===== src/hdl/tcsn_pkg.sv =====
// ----------------------------------------------------------------------------
// Text case and space normalizer package
// Shared constants, types and character helpers for the normalizer core.
// ----------------------------------------------------------------------------
package tcsn_pkg;

   // Longest whitespace run that the run buffer keeps.
   localparam int MAX_RUN = 32;
   localparam int CNT_W   = $clog2(MAX_RUN + 1);
   localparam int IDX_W   = (MAX_RUN > 1) ? $clog2(MAX_RUN) : 1;
   localparam logic [CNT_W-1:0] RUN_FULL = CNT_W'(MAX_RUN);

   // Configuration port layout.
   localparam int CSR_ADDR_W = 3;
   localparam logic REG_MODE = 1'b0;

   // Mode register codes.
   localparam logic [3:0] MODE_LOWER      = 4'd0;
   localparam logic [3:0] MODE_UPPER      = 4'd1;
   localparam logic [3:0] MODE_PROPER     = 4'd2;
   localparam logic [3:0] MODE_INVERT     = 4'd3;
   localparam logic [3:0] MODE_ALTERNATE  = 4'd4;
   localparam logic [3:0] MODE_SNAKE_LOW  = 4'd5;
   localparam logic [3:0] MODE_SNAKE_UP   = 4'd6;
   localparam logic [3:0] MODE_KEBAB_LOW  = 4'd7;
   localparam logic [3:0] MODE_KEBAB_UP   = 4'd8;
   localparam logic [3:0] MODE_CAMEL      = 4'd9;
   localparam logic [3:0] MODE_PASCAL     = 4'd10;
   localparam logic [3:0] MODE_TRIM_START = 4'd11;
   localparam logic [3:0] MODE_TRIM_END   = 4'd12;
   localparam logic [3:0] MODE_TRIM_BOTH  = 4'd13;
   localparam logic [3:0] MODE_TRIM_INNER = 4'd14;

   // Character constants.
   localparam logic [7:0] CHAR_SPACE      = 8'd32;
   localparam logic [7:0] CHAR_TAB        = 8'd9;
   localparam logic [7:0] CHAR_VT         = 8'd11;
   localparam logic [7:0] CHAR_FF         = 8'd12;
   localparam logic [7:0] CHAR_CR         = 8'd13;
   localparam logic [7:0] CHAR_LF         = 8'd10;
   localparam logic [7:0] CHAR_UNDERSCORE = 8'h5F;
   localparam logic [7:0] CHAR_DASH       = 8'h2D;
   localparam logic [7:0] CASE_DELTA      = 8'd32;

   // Whitespace codes held in the run buffer.
   localparam logic [2:0] WS_SPACE = 3'd0;
   localparam logic [2:0] WS_TAB   = 3'd1;
   localparam logic [2:0] WS_VT    = 3'd2;
   localparam logic [2:0] WS_FF    = 3'd3;
   localparam logic [2:0] WS_CR    = 3'd4;
   localparam logic [2:0] WS_LF    = 3'd5;

   typedef enum logic [1:0] {
      ST_IDLE,
      ST_READ,
      ST_SEND,
      ST_TAIL
   } state_type;

   // What one accepted byte turns into.
   typedef enum logic [2:0] {
      PLAN_NONE,
      PLAN_ONE,
      PLAN_MARK,
      PLAN_SEP_CHAR,
      PLAN_HELD_CHAR,
      PLAN_HELD_ONLY
   } plan_type;

   // Source of the word loaded into the output register.
   typedef enum logic [1:0] {
      SRC_FIRST,
      SRC_HELD,
      SRC_TAIL
   } src_type;

   typedef struct packed {
      logic     step;
      logic     load;
      src_type  src;
      logic     rd_next;
   } cmd_type;

   typedef struct packed {
      logic     item_ready;
      logic     out_free;
      plan_type plan;
      logic     rd_last;
      logic     has_tail;
   } status_type;

   function automatic logic is_low(input logic [7:0] c);
      return (c >= 8'd97) && (c <= 8'd122);
   endfunction

   function automatic logic is_up(input logic [7:0] c);
      return (c >= 8'd65) && (c <= 8'd90);
   endfunction

   function automatic logic [7:0] to_low(input logic [7:0] c);
      return is_up(c) ? c + CASE_DELTA : c;
   endfunction

   function automatic logic [7:0] to_up(input logic [7:0] c);
      return is_low(c) ? c - CASE_DELTA : c;
   endfunction

   function automatic logic is_ws(input logic [7:0] c);
      return (c == CHAR_SPACE) || (c == CHAR_TAB) || (c == CHAR_VT) ||
             (c == CHAR_FF) || (c == CHAR_CR) || (c == CHAR_LF);
   endfunction

   function automatic logic [2:0] ws_code(input logic [7:0] c);
      logic [2:0] code;
      case (c)
         CHAR_TAB: code = WS_TAB;
         CHAR_VT:  code = WS_VT;
         CHAR_FF:  code = WS_FF;
         CHAR_CR:  code = WS_CR;
         CHAR_LF:  code = WS_LF;
         default:  code = WS_SPACE;
      endcase
      return code;
   endfunction

   function automatic logic [7:0] ws_char(input logic [2:0] code);
      logic [7:0] c;
      case (code)
         WS_TAB:  c = CHAR_TAB;
         WS_VT:   c = CHAR_VT;
         WS_FF:   c = CHAR_FF;
         WS_CR:   c = CHAR_CR;
         WS_LF:   c = CHAR_LF;
         default: c = CHAR_SPACE;
      endcase
      return c;
   endfunction

endpackage


===== src/hdl/text_case_and_space_normalizer_core.sv =====
// ----------------------------------------------------------------------------
// Text case and space normalizer core
// Rewrites a stream of ASCII bytes by case mode and normalizes whitespace
// runs between words, with a mode register on an APB-style port.
// ----------------------------------------------------------------------------
//  Channel  Direction  Ports        Word
//  req      in         req_t*       tdata[7:0] byte, tlast end of string
//  rsp      out        rsp_t*       tdata[7:0] byte, tuser valid/run end/overflow,
//                                   tlast end of string
//  csr      in/out     csr_p*       mode register at byte address 0
//
// Plain text moves at one word per cycle while rsp_tready stays high. A
// separator word is sent first and the byte follows from the tail state.
// A held run of n whitespace bytes is replayed through the registered read
// of the run buffer, alternating the read and send states for each byte,
// and then the byte that ended the run, if any, is sent.
// Reset is synchronous and clears all control state; the run buffer is not
// cleared. Input and output registers let a byte be taken while a result
// still waits on rsp_tready.
// ----------------------------------------------------------------------------
module text_case_and_space_normalizer_core
   import tcsn_pkg::*;
(
   input  logic                  clock,
   input  logic                  reset,
   // Input byte stream.
   input  logic                  req_tvalid,
   output logic                  req_tready,
   input  logic [7:0]            req_tdata,   // [7:0] in_char
   input  logic                  req_tlast,   // in_last
   // Result stream.
   output logic                  rsp_tvalid,
   input  logic                  rsp_tready,
   output logic [7:0]            rsp_tdata,   // [7:0] out_char
   output logic [2:0]            rsp_tuser,   // [0] out_valid, [1] run_end, [2] run_overflow
   output logic                  rsp_tlast,   // string_end
   // Configuration port.
   input  logic                  csr_psel,
   input  logic                  csr_penable,
   input  logic                  csr_pwrite,
   input  logic [CSR_ADDR_W-1:0] csr_paddr,
   input  logic [31:0]           csr_pwdata,
   output logic [31:0]           csr_prdata,
   output logic                  csr_pready
);

   logic [3:0] mode_ff, mode_in;
   logic       mode_wr;
   cmd_type    cmd;
   status_type status;

   // Mode register.
   assign csr_pready = 1'b1;
   assign mode_wr    = csr_psel && csr_penable && csr_pwrite && csr_pready &&
                       (csr_paddr[CSR_ADDR_W-1] == REG_MODE);
   assign mode_in    = mode_wr ? csr_pwdata[3:0] : mode_ff;
   assign csr_prdata = (csr_paddr[CSR_ADDR_W-1] == REG_MODE) ? {28'd0, mode_ff} : 32'd0;

   always_ff @(posedge clock) begin
      if (reset) begin
         mode_ff <= MODE_LOWER;
      end else begin
         mode_ff <= mode_in;
      end
   end

   tcsn_ctrl u_ctrl (
      .clock  (clock),
      .reset  (reset),
      .status (status),
      .cmd    (cmd)
   );

   tcsn_datapath u_datapath (
      .clock      (clock),
      .reset      (reset),
      .mode       (mode_ff),
      .req_tvalid (req_tvalid),
      .req_tready (req_tready),
      .req_tdata  (req_tdata),
      .req_tlast  (req_tlast),
      .rsp_tvalid (rsp_tvalid),
      .rsp_tready (rsp_tready),
      .rsp_tdata  (rsp_tdata),
      .rsp_tuser  (rsp_tuser),
      .rsp_tlast  (rsp_tlast),
      .cmd        (cmd),
      .status     (status)
   );

`ifndef NO_ASSERTIONS
   // The output register is never overwritten while its word is unsent.
   a_load_free: assert property (@(posedge clock) disable iff (reset)
      cmd.load |-> status.out_free)
      else $error("output word loaded while the previous one is pending");

   // The run replay never steps past its last held byte.
   a_replay_bound: assert property (@(posedge clock) disable iff (reset)
      cmd.rd_next |-> !status.rd_last)
      else $error("run replay advanced past the end of the held run");

   // A bare marker carries a zero byte and closes the byte's results.
   a_marker_form: assert property (@(posedge clock) disable iff (reset)
      (rsp_tvalid && !rsp_tuser[0]) |-> (rsp_tdata == 8'd0) && rsp_tuser[1])
      else $error("bare marker with a nonzero byte or without run end");

   // End of string only comes on the last word of a byte.
   a_string_end: assert property (@(posedge clock) disable iff (reset)
      (rsp_tvalid && rsp_tlast) |-> rsp_tuser[1])
      else $error("string end flagged on a word that is not the last of its byte");
`endif

endmodule


===== src/hdl/tcsn_datapath.sv =====
// ----------------------------------------------------------------------------
// Normalizer datapath
// Input and output registers, per-string state, the whitespace run buffer
// and the byte rewrite logic. Sequenced by the controller.
// ----------------------------------------------------------------------------
module tcsn_datapath
   import tcsn_pkg::*;
(
   input  logic        clock,
   input  logic        reset,
   input  logic [3:0]  mode,
   input  logic        req_tvalid,
   output logic        req_tready,
   input  logic [7:0]  req_tdata,
   input  logic        req_tlast,
   output logic        rsp_tvalid,
   input  logic        rsp_tready,
   output logic [7:0]  rsp_tdata,
   output logic [2:0]  rsp_tuser,
   output logic        rsp_tlast,
   input  cmd_type     cmd,
   output status_type  status
);

   // Input register.
   logic             in_full_ff, in_full_in;
   logic [7:0]       in_char_ff;
   logic             in_last_ff;
   logic             req_accept;

   // Per-string state.
   logic             seen_ff, seen_in;
   logic             prev_ws_ff, prev_ws_in;
   logic             parity_ff, parity_in;
   logic             ovf_ff, ovf_in;
   logic [CNT_W-1:0] held_count_ff, held_count_in;

   // Run buffer and its read side.
   logic [2:0]       held_mem [MAX_RUN];
   logic [2:0]       rd_q_ff;
   logic [IDX_W-1:0] rd_idx_ff, rd_idx_in;
   logic [CNT_W-1:0] run_len_ff, run_len_in;

   // Saved facts of the byte being resolved.
   logic [7:0]       tail_ff, tail_in;
   logic             has_tail_ff, has_tail_in;
   logic             step_last_ff, step_last_in;
   logic             step_over_ff, step_over_in;

   // Output register.
   logic             out_vld_ff, out_vld_in;
   logic [7:0]       out_char_ff, out_char_in;
   logic             out_valid_ff, out_valid_in;
   logic             out_run_end_ff, out_run_end_in;
   logic             out_str_end_ff, out_str_end_in;
   logic             out_over_ff, out_over_in;

   // Decode of the waiting byte.
   logic             in_ws;
   logic [2:0]       in_code;
   logic             held_nz;
   logic             hold_mode;
   logic             hold;
   logic             lead_drop;
   logic             wr_en;
   logic             over_step;
   logic [CNT_W-1:0] count_after;
   logic             word_start;
   logic [7:0]       xform;
   logic [7:0]       first_char;
   plan_type         plan;
   logic             held_run_end;

   assign req_accept = req_tvalid && req_tready;
   assign req_tready = !in_full_ff || cmd.step;

   // Classify the byte and plan the words it produces.
   always_comb begin
      in_ws       = is_ws(in_char_ff);
      in_code     = ws_code(in_char_ff);
      held_nz     = (held_count_ff != '0);
      hold_mode   = ((mode >= MODE_SNAKE_LOW) && (mode <= MODE_PASCAL)) ||
                    (mode == MODE_TRIM_END) || (mode == MODE_TRIM_BOTH) ||
                    (mode == MODE_TRIM_INNER);
      hold        = in_ws && (held_nz || (mode == MODE_TRIM_END) || (seen_ff && hold_mode));
      lead_drop   = in_ws && !hold && !seen_ff &&
                    ((mode == MODE_TRIM_START) || (mode == MODE_TRIM_BOTH));
      wr_en       = hold && (held_count_ff < RUN_FULL);
      over_step   = ovf_ff || (hold && !wr_en);
      count_after = wr_en ? held_count_ff + CNT_W'(1) : held_count_ff;
      word_start  = (held_nz && ((mode == MODE_CAMEL) || (mode == MODE_PASCAL))) ||
                    ((mode == MODE_PASCAL) && !seen_ff);

      // Case rewrite of a non-space byte.
      case (mode)
         MODE_LOWER, MODE_SNAKE_LOW, MODE_KEBAB_LOW: xform = to_low(in_char_ff);
         MODE_UPPER, MODE_SNAKE_UP, MODE_KEBAB_UP:   xform = to_up(in_char_ff);
         MODE_PROPER:
            xform = (prev_ws_ff || !seen_ff) ? to_up(in_char_ff) : to_low(in_char_ff);
         MODE_INVERT:
            xform = is_up(in_char_ff) ? in_char_ff + CASE_DELTA :
                    (is_low(in_char_ff) ? in_char_ff - CASE_DELTA : in_char_ff);
         MODE_ALTERNATE:
            xform = parity_ff ? to_up(in_char_ff) : to_low(in_char_ff);
         MODE_CAMEL, MODE_PASCAL:
            xform = word_start ? to_up(in_char_ff) : to_low(in_char_ff);
         default: xform = in_char_ff;
      endcase

      first_char = xform;
      plan       = PLAN_ONE;
      if (in_ws) begin
         first_char = in_char_ff;
         if (hold) begin
            if (!in_last_ff) begin
               plan = PLAN_NONE;
            end else if ((mode != MODE_TRIM_END) && (mode != MODE_TRIM_BOTH)) begin
               plan = PLAN_HELD_ONLY;
            end else begin
               plan = PLAN_MARK;
            end
         end else if (lead_drop) begin
            plan = in_last_ff ? PLAN_MARK : PLAN_NONE;
         end
      end else if (held_nz) begin
         if ((mode >= MODE_SNAKE_LOW) && (mode <= MODE_KEBAB_UP)) begin
            plan       = PLAN_SEP_CHAR;
            first_char = (mode <= MODE_SNAKE_UP) ? CHAR_UNDERSCORE : CHAR_DASH;
         end else if ((mode != MODE_CAMEL) && (mode != MODE_PASCAL) &&
                      (mode != MODE_TRIM_INNER)) begin
            plan = PLAN_HELD_CHAR;
         end
      end
   end

   assign held_run_end = status.rd_last && !has_tail_ff;

   assign status.item_ready = in_full_ff;
   assign status.out_free   = !out_vld_ff || rsp_tready;
   assign status.plan       = plan;
   assign status.rd_last    = (CNT_W'(rd_idx_ff) + CNT_W'(1)) == run_len_ff;
   assign status.has_tail   = has_tail_ff;

   // Next values of the control state.
   always_comb begin
      in_full_in    = in_full_ff;
      seen_in       = seen_ff;
      prev_ws_in    = prev_ws_ff;
      parity_in     = parity_ff;
      ovf_in        = ovf_ff;
      held_count_in = held_count_ff;
      rd_idx_in     = rd_idx_ff;
      run_len_in    = run_len_ff;
      tail_in       = tail_ff;
      has_tail_in   = has_tail_ff;
      step_last_in  = step_last_ff;
      step_over_in  = step_over_ff;

      if (req_accept) begin
         in_full_in = 1'b1;
      end else if (cmd.step) begin
         in_full_in = 1'b0;
      end

      if (cmd.step) begin
         tail_in      = xform;
         has_tail_in  = (plan == PLAN_HELD_CHAR);
         run_len_in   = (plan == PLAN_HELD_ONLY) ? count_after : held_count_ff;
         step_last_in = in_last_ff;
         step_over_in = over_step;
         rd_idx_in    = '0;
         parity_in    = !parity_ff;
         prev_ws_in   = in_ws;
         if (in_ws) begin
            held_count_in = count_after;
            ovf_in        = over_step;
         end else begin
            seen_in       = 1'b1;
            held_count_in = '0;
            ovf_in        = 1'b0;
         end
         // A string's end clears the per-string state for the next one.
         if (in_last_ff) begin
            seen_in       = 1'b0;
            prev_ws_in    = 1'b0;
            parity_in     = 1'b0;
            ovf_in        = 1'b0;
            held_count_in = '0;
         end
      end else if (cmd.rd_next) begin
         rd_idx_in = rd_idx_ff + IDX_W'(1);
      end
   end

   // Next values of the output register.
   always_comb begin
      out_vld_in     = out_vld_ff;
      out_char_in    = out_char_ff;
      out_valid_in   = out_valid_ff;
      out_run_end_in = out_run_end_ff;
      out_str_end_in = out_str_end_ff;
      out_over_in    = out_over_ff;
      if (cmd.load) begin
         out_vld_in = 1'b1;
         case (cmd.src)
            SRC_FIRST: begin
               out_valid_in   = (plan != PLAN_MARK);
               out_char_in    = (plan == PLAN_MARK) ? 8'd0 : first_char;
               out_run_end_in = (plan != PLAN_SEP_CHAR);
               out_str_end_in = in_last_ff && (plan != PLAN_SEP_CHAR);
               out_over_in    = over_step;
            end
            SRC_HELD: begin
               out_valid_in   = 1'b1;
               out_char_in    = ws_char(rd_q_ff);
               out_run_end_in = held_run_end;
               out_str_end_in = held_run_end && step_last_ff;
               out_over_in    = step_over_ff;
            end
            SRC_TAIL: begin
               out_valid_in   = 1'b1;
               out_char_in    = tail_ff;
               out_run_end_in = 1'b1;
               out_str_end_in = step_last_ff;
               out_over_in    = step_over_ff;
            end
            default: begin
               out_valid_in   = 1'b0;
               out_char_in    = 8'd0;
               out_run_end_in = 1'b1;
               out_str_end_in = 1'b0;
               out_over_in    = 1'b0;
            end
         endcase
      end else if (rsp_tready) begin
         out_vld_in = 1'b0;
      end
   end

   // Control registers.
   always_ff @(posedge clock) begin
      if (reset) begin
         in_full_ff    <= 1'b0;
         seen_ff       <= 1'b0;
         prev_ws_ff    <= 1'b0;
         parity_ff     <= 1'b0;
         ovf_ff        <= 1'b0;
         held_count_ff <= '0;
         rd_idx_ff     <= '0;
         run_len_ff    <= '0;
         has_tail_ff   <= 1'b0;
         step_last_ff  <= 1'b0;
         step_over_ff  <= 1'b0;
         out_vld_ff    <= 1'b0;
      end else begin
         in_full_ff    <= in_full_in;
         seen_ff       <= seen_in;
         prev_ws_ff    <= prev_ws_in;
         parity_ff     <= parity_in;
         ovf_ff        <= ovf_in;
         held_count_ff <= held_count_in;
         rd_idx_ff     <= rd_idx_in;
         run_len_ff    <= run_len_in;
         has_tail_ff   <= has_tail_in;
         step_last_ff  <= step_last_in;
         step_over_ff  <= step_over_in;
         out_vld_ff    <= out_vld_in;
      end
   end

   // Payload registers.
   always_ff @(posedge clock) begin
      if (req_accept) begin
         in_char_ff <= req_tdata;
         in_last_ff <= req_tlast;
      end
      tail_ff        <= tail_in;
      out_char_ff    <= out_char_in;
      out_valid_ff   <= out_valid_in;
      out_run_end_ff <= out_run_end_in;
      out_str_end_ff <= out_str_end_in;
      out_over_ff    <= out_over_in;
   end

   // Run buffer: one write port at the fill position, one registered read.
   always_ff @(posedge clock) begin
      if (cmd.step && wr_en) begin
         held_mem[held_count_ff[IDX_W-1:0]] <= in_code;
      end
      rd_q_ff <= held_mem[rd_idx_ff];
   end

   assign rsp_tvalid = out_vld_ff;
   assign rsp_tdata  = out_char_ff;
   assign rsp_tuser  = {out_over_ff, out_run_end_ff, out_valid_ff};
   assign rsp_tlast  = out_str_end_ff;

endmodule


===== src/hdl/tcsn_ctrl.sv =====
// ----------------------------------------------------------------------------
// Normalizer controller
// Takes one byte at a time and sequences the words it produces: a single
// word, a separator and a byte, or a replay of the held run, with or without the byte.
// ----------------------------------------------------------------------------
module tcsn_ctrl
   import tcsn_pkg::*;
(
   input  logic       clock,
   input  logic       reset,
   input  status_type status,
   output cmd_type    cmd
);

   state_type state_ff, state_in;

   // State register.
   always_ff @(posedge clock) begin
      if (reset) begin
         state_ff <= ST_IDLE;
      end else begin
         state_ff <= state_in;
      end
   end

   // Next state and commands.
   always_comb begin
      state_in    = state_ff;
      cmd.step    = 1'b0;
      cmd.load    = 1'b0;
      cmd.src     = SRC_FIRST;
      cmd.rd_next = 1'b0;
      case (state_ff)
         ST_IDLE: begin
            if (status.item_ready && status.out_free) begin
               cmd.step = 1'b1;
               case (status.plan)
                  PLAN_ONE, PLAN_MARK: begin
                     cmd.load = 1'b1;
                  end
                  PLAN_SEP_CHAR: begin
                     cmd.load = 1'b1;
                     state_in = ST_TAIL;
                  end
                  PLAN_HELD_CHAR, PLAN_HELD_ONLY: begin
                     state_in = ST_READ;
                  end
                  default: begin
                     state_in = ST_IDLE;
                  end
               endcase
            end
         end
         ST_READ: begin
            state_in = ST_SEND;
         end
         ST_SEND: begin
            if (status.out_free) begin
               cmd.load = 1'b1;
               cmd.src  = SRC_HELD;
               if (status.rd_last) begin
                  state_in = status.has_tail ? ST_TAIL : ST_IDLE;
               end else begin
                  cmd.rd_next = 1'b1;
                  state_in    = ST_READ;
               end
            end
         end
         ST_TAIL: begin
            if (status.out_free) begin
               cmd.load = 1'b1;
               cmd.src  = SRC_TAIL;
               state_in = ST_IDLE;
            end
         end
         default: begin
            state_in = ST_IDLE;
         end
      endcase
   end

endmodule

===== config.mk =====
export PLATFORM = sky130hd
export DESIGN_NAME = text_case_and_space_normalizer_core
export DESIGN_NICKNAME = d
export VERILOG_FILES = /design/src/hdl/tcsn_pkg.sv /design/src/hdl/text_case_and_space_normalizer_core.sv /design/src/hdl/tcsn_datapath.sv /design/src/hdl/tcsn_ctrl.sv
export SDC_FILE = /design/constraint.sdc
export NUM_CORES = 1
export LEC_CHECK = 0
export ABC_CLOCK_PERIOD_IN_PS = 3350
export BUFFER_PORTS_ARGS = -buffer_cell sky130_fd_sc_hd__buf_2
export CAP_MARGIN = 20
export CORE_ASPECT_RATIO = 1.5
export CORE_MARGIN = 3
export CORE_UTILIZATION = 58
export CTS_CLUSTER_DIAMETER = 50
export DETAILED_ROUTE_END_ITERATION = 12
export PLACE_DENSITY_LB_ADDON = 0.12
export SETUP_SLACK_MARGIN = 0.1
export SLEW_MARGIN = 20
export SYNTH_ARGS = -nofsm -noshare
export SYNTH_HDL_FRONTEND = slang
export SYNTH_SLANG_ARGS = --single-unit

===== constraint.sdc =====
create_clock -name clock -period 3.35 [get_ports clock]
set_input_delay 0.1675 -clock clock [delete_from_list [all_inputs] [get_ports clock]]
set_output_delay 0.1675 -clock clock [all_outputs]
set_load 0.1 [all_outputs]

==> results.cfg <==
[outcome]
status = finished clean

[final_layout]
final_cells = 862
fin_util_pct = 67.6
drive_above_1_share_pct = 21.1
fill_cells = 970
n_antenna_cell = 0
fin_area_um2 = 8930
areaGrowthSynthToFinish_pct = 12.3
fin_nets = 755

[timing]
max_freq_mhz = 366
setup_ws_ns = 0.616
setup_viol = 0
finalSetupTns_ns = 0
drv_slew = 0
timing.slew.headroom_pct = 52.8
finalCriticalPeriod_ns = 2.73
hold_viol = 0
fin_skew_ns = 0.00963
worst_pin_slew_ns = 0.699
period_share_pct = 81.6
holdWs_ns = 0.0826
rsz0062_at_grt = no

[synthesis]
syn_inst = 638
synthFlopType = edfxtp_1
synth_compound_area_share_pct = 10.3
yosys.area_share.simple_pct = 13.9
synthMuxAreaShare_pct = 10.5
synth.distinct_cells = 79
synth_fa_ha_area_share_pct = 2.04
synthTopCellsByCount = 125 x edfxtp_1, 75 x nor2_1, 35 x buf_4, 35 x dfxtp_1, 30 x mux4_2
synth-xor-area-share_pct = 1.10
synthTopCellsByArea = edfxtp_1 47%, dfxtp_1 8.8%, mux4_2 8.5%, nor2_1 3.5%, buf_4 3.3%
synth_top_family_by_area = simple AND/OR/NAND/NOR gates
async_flop_share_pct = 0
syn_area_um2 = 7960
syn_avg_cell_area_um2 = 12.5
yosys.area.top_type_share_pct = 47.2
synth_seq_area_share_pct = 56.0
yosys_warnings = 0
synth_edf_count = 125
synth_largest_area_cell = edfxtp_1
yosysMostFrequentCell = edfxtp_1
ys_seq_elements = 160

[flow_run]
drv_cap = 0

[floorplan]
die_h_um = 149
io_pins = 98
core_area_um2 = 13200
initial_utilization_pct = 60.2
die-area_um2 = 15200
die_x_um = 102
std_cell_rows = 51

[grt]
grt_pass1_wl_mm = 27.5
grtUsageTotal_pct = 24.0
antenna_found_initial = 0
grt_pass1_vias = 5334
grt.overflow.total = 0
grt_max_degree = 33

[worst_hold_path]
worstHoldStart = rsp_tready
holdPathStages = 4
hold_class = input port to flip-flop

[setup_path]
crit_type = flip-flop to flip-flop
cp-start-kind = flip-flop
cp-end-kind = flip-flop
path_max_fanout = 12
critPathArrivalTime_ns = 2.86
critPathLaunch = u_datapath.held_count_ff[2]$_SDFFE_PP0P_
required_ns = 3.47
r2r_cells = 7
r2r-start = u_datapath.held_count_ff[2]$_SDFFE_PP0P_

[detailed_routing]
ant_nets = 0
post_drt_wl_per_cell_um = 19.7
via_count = 5235
drtIter0Drc = 355
drc = 0
firstDrtPassIters = 6
viasPerCell = 6.07
wl_mm = 17.0

[cts]
post_cts_resized = 0
htree_levels = 4
cts_sinks = 160
cts_tree = done
cts_buffers = 17
worstSkewPairLatency_ns = 0.43
clockBufferDepth = 2
clk_pin_slew_worst_paths_ns = 0.06
cts_root_buffer = clkbuf_16
post_cts_buffers = 0

[power]
leakage_nw = 3.29
fin_total_pwr_mw = 4.50
ir_worst_vdd_v = 0.000426
powerDensity_nw_per_um2 = 504

[place]
place_congestion = 0.883
dp_slack_ns = 0.650
io_buffers = 38
place_area_um2 = 8210
post-dp-hpwl_mm = 11.9
place_inst = 817
state kept, by name (all words and copies together), names as in the netlist, 2 cells and up:
signal	flops
u_datapath.rd_idx_ff	5
u_datapath.in_char_ff	8
u_datapath.held_mem	96
u_datapath.run_len_ff	6
u_datapath.rd_q_ff	3
u_datapath.tail_ff	8
u_ctrl.state_ff	2
u_datapath.held_count_ff	6
u_datapath.rsp_tdata	8
mode_ff	4
metal layers:
layer / vias to the layer above / wire (um) / track usage, % / share of wire [%]
li1: 2453 / - / - / -
met1: 2563 / 6160 / 26.6 / 36
met2: 168 / 9410 / 42.8 / 55
met3: 51 / 690 / 4.15 / 4.1
met4: 0 / 751 / 13.2 / 4.4
met5: - / 0 / 0 / 0
layout by cell type, fill, tap and decap left out, types with 20 or more instances in the layout:
| master | n |
|---|---|
| mux4_2 | 30 |
| inv_1 | 21 |
| nand2_1 | 29 |
| o21ai_0 | 20 |
| a21oi_1 | 28 |
| conb_1 | 29 |
| nor2_1 | 75 |
| buf_2 | 38 |
| dfxtp_1 | 34 |
| buf_4 | 22 |
| edfxtp_1 | 125 |
worst max-delay path, cell delays in order, from the launching register on:
cell and delay (ns):
dfxtp_1 0.42, or3_1 0.55, or2_4 0.34, o21ai_1 0.36, a211oi_1 0.09, or3_1 0.39, nand2_1 0.09, buf_4 0.20
where the power goes:
group	switching [mW]	total (mW)	leakage (nW)	internal (mW)
combinational	0.335	0.422	1.40	0.0870
sequential	0.0276	2.19	1.61	2.16
clock	0.785	1.89	0.278	1.10
total	1.15	4.50	3.29	3.35
timing repair:
action | in CTS | in global routing
hold buffers | 14 | 0
endpoints found under the setup margin | 0 | 0
endpoints found under the hold margin | 14 | 0
layout make-up:
cell class / instances / area [um^2] / area share (%)
timing repair buffer: 74 / 495 / 5.55
sequential: 160 / 4460 / 49.9
tap: 159 / 199 / 2.23
clock buffer: 17 / 425 / 4.76
multi-input combinational: 417 / 3120 / 35.0
clock inverter: 14 / 155 / 1.74
inverter: 21 / 78.8 / 0.883
cells by family (layout without fill, tap and decap cells):
kind of cell,after synthesis,after routing
other,2,29
AND/OR/NAND/NOR,206,206
AO/OA/AOI/OAI,114,114
buffers and inverters,88,126
flip-flops,160,160
XOR/XNOR,10,10
multiplexers,45,45
adder cells (fa/ha/maj),13,13
final timing paths:
kind                                         to  slack (ns)
max reg2reg      u_datapath.rsp_tlast$_DFFE_PP_        0.62
min reg2reg  u_datapath.prev_ws_ff$_SDFFE_PP0P_        0.47
max              u_datapath.rsp_tlast$_DFFE_PP_        0.62
min          u_datapath.rsp_tvalid$_SDFFE_PP0P_        0.08
Power figures use the tool's default switching activity.
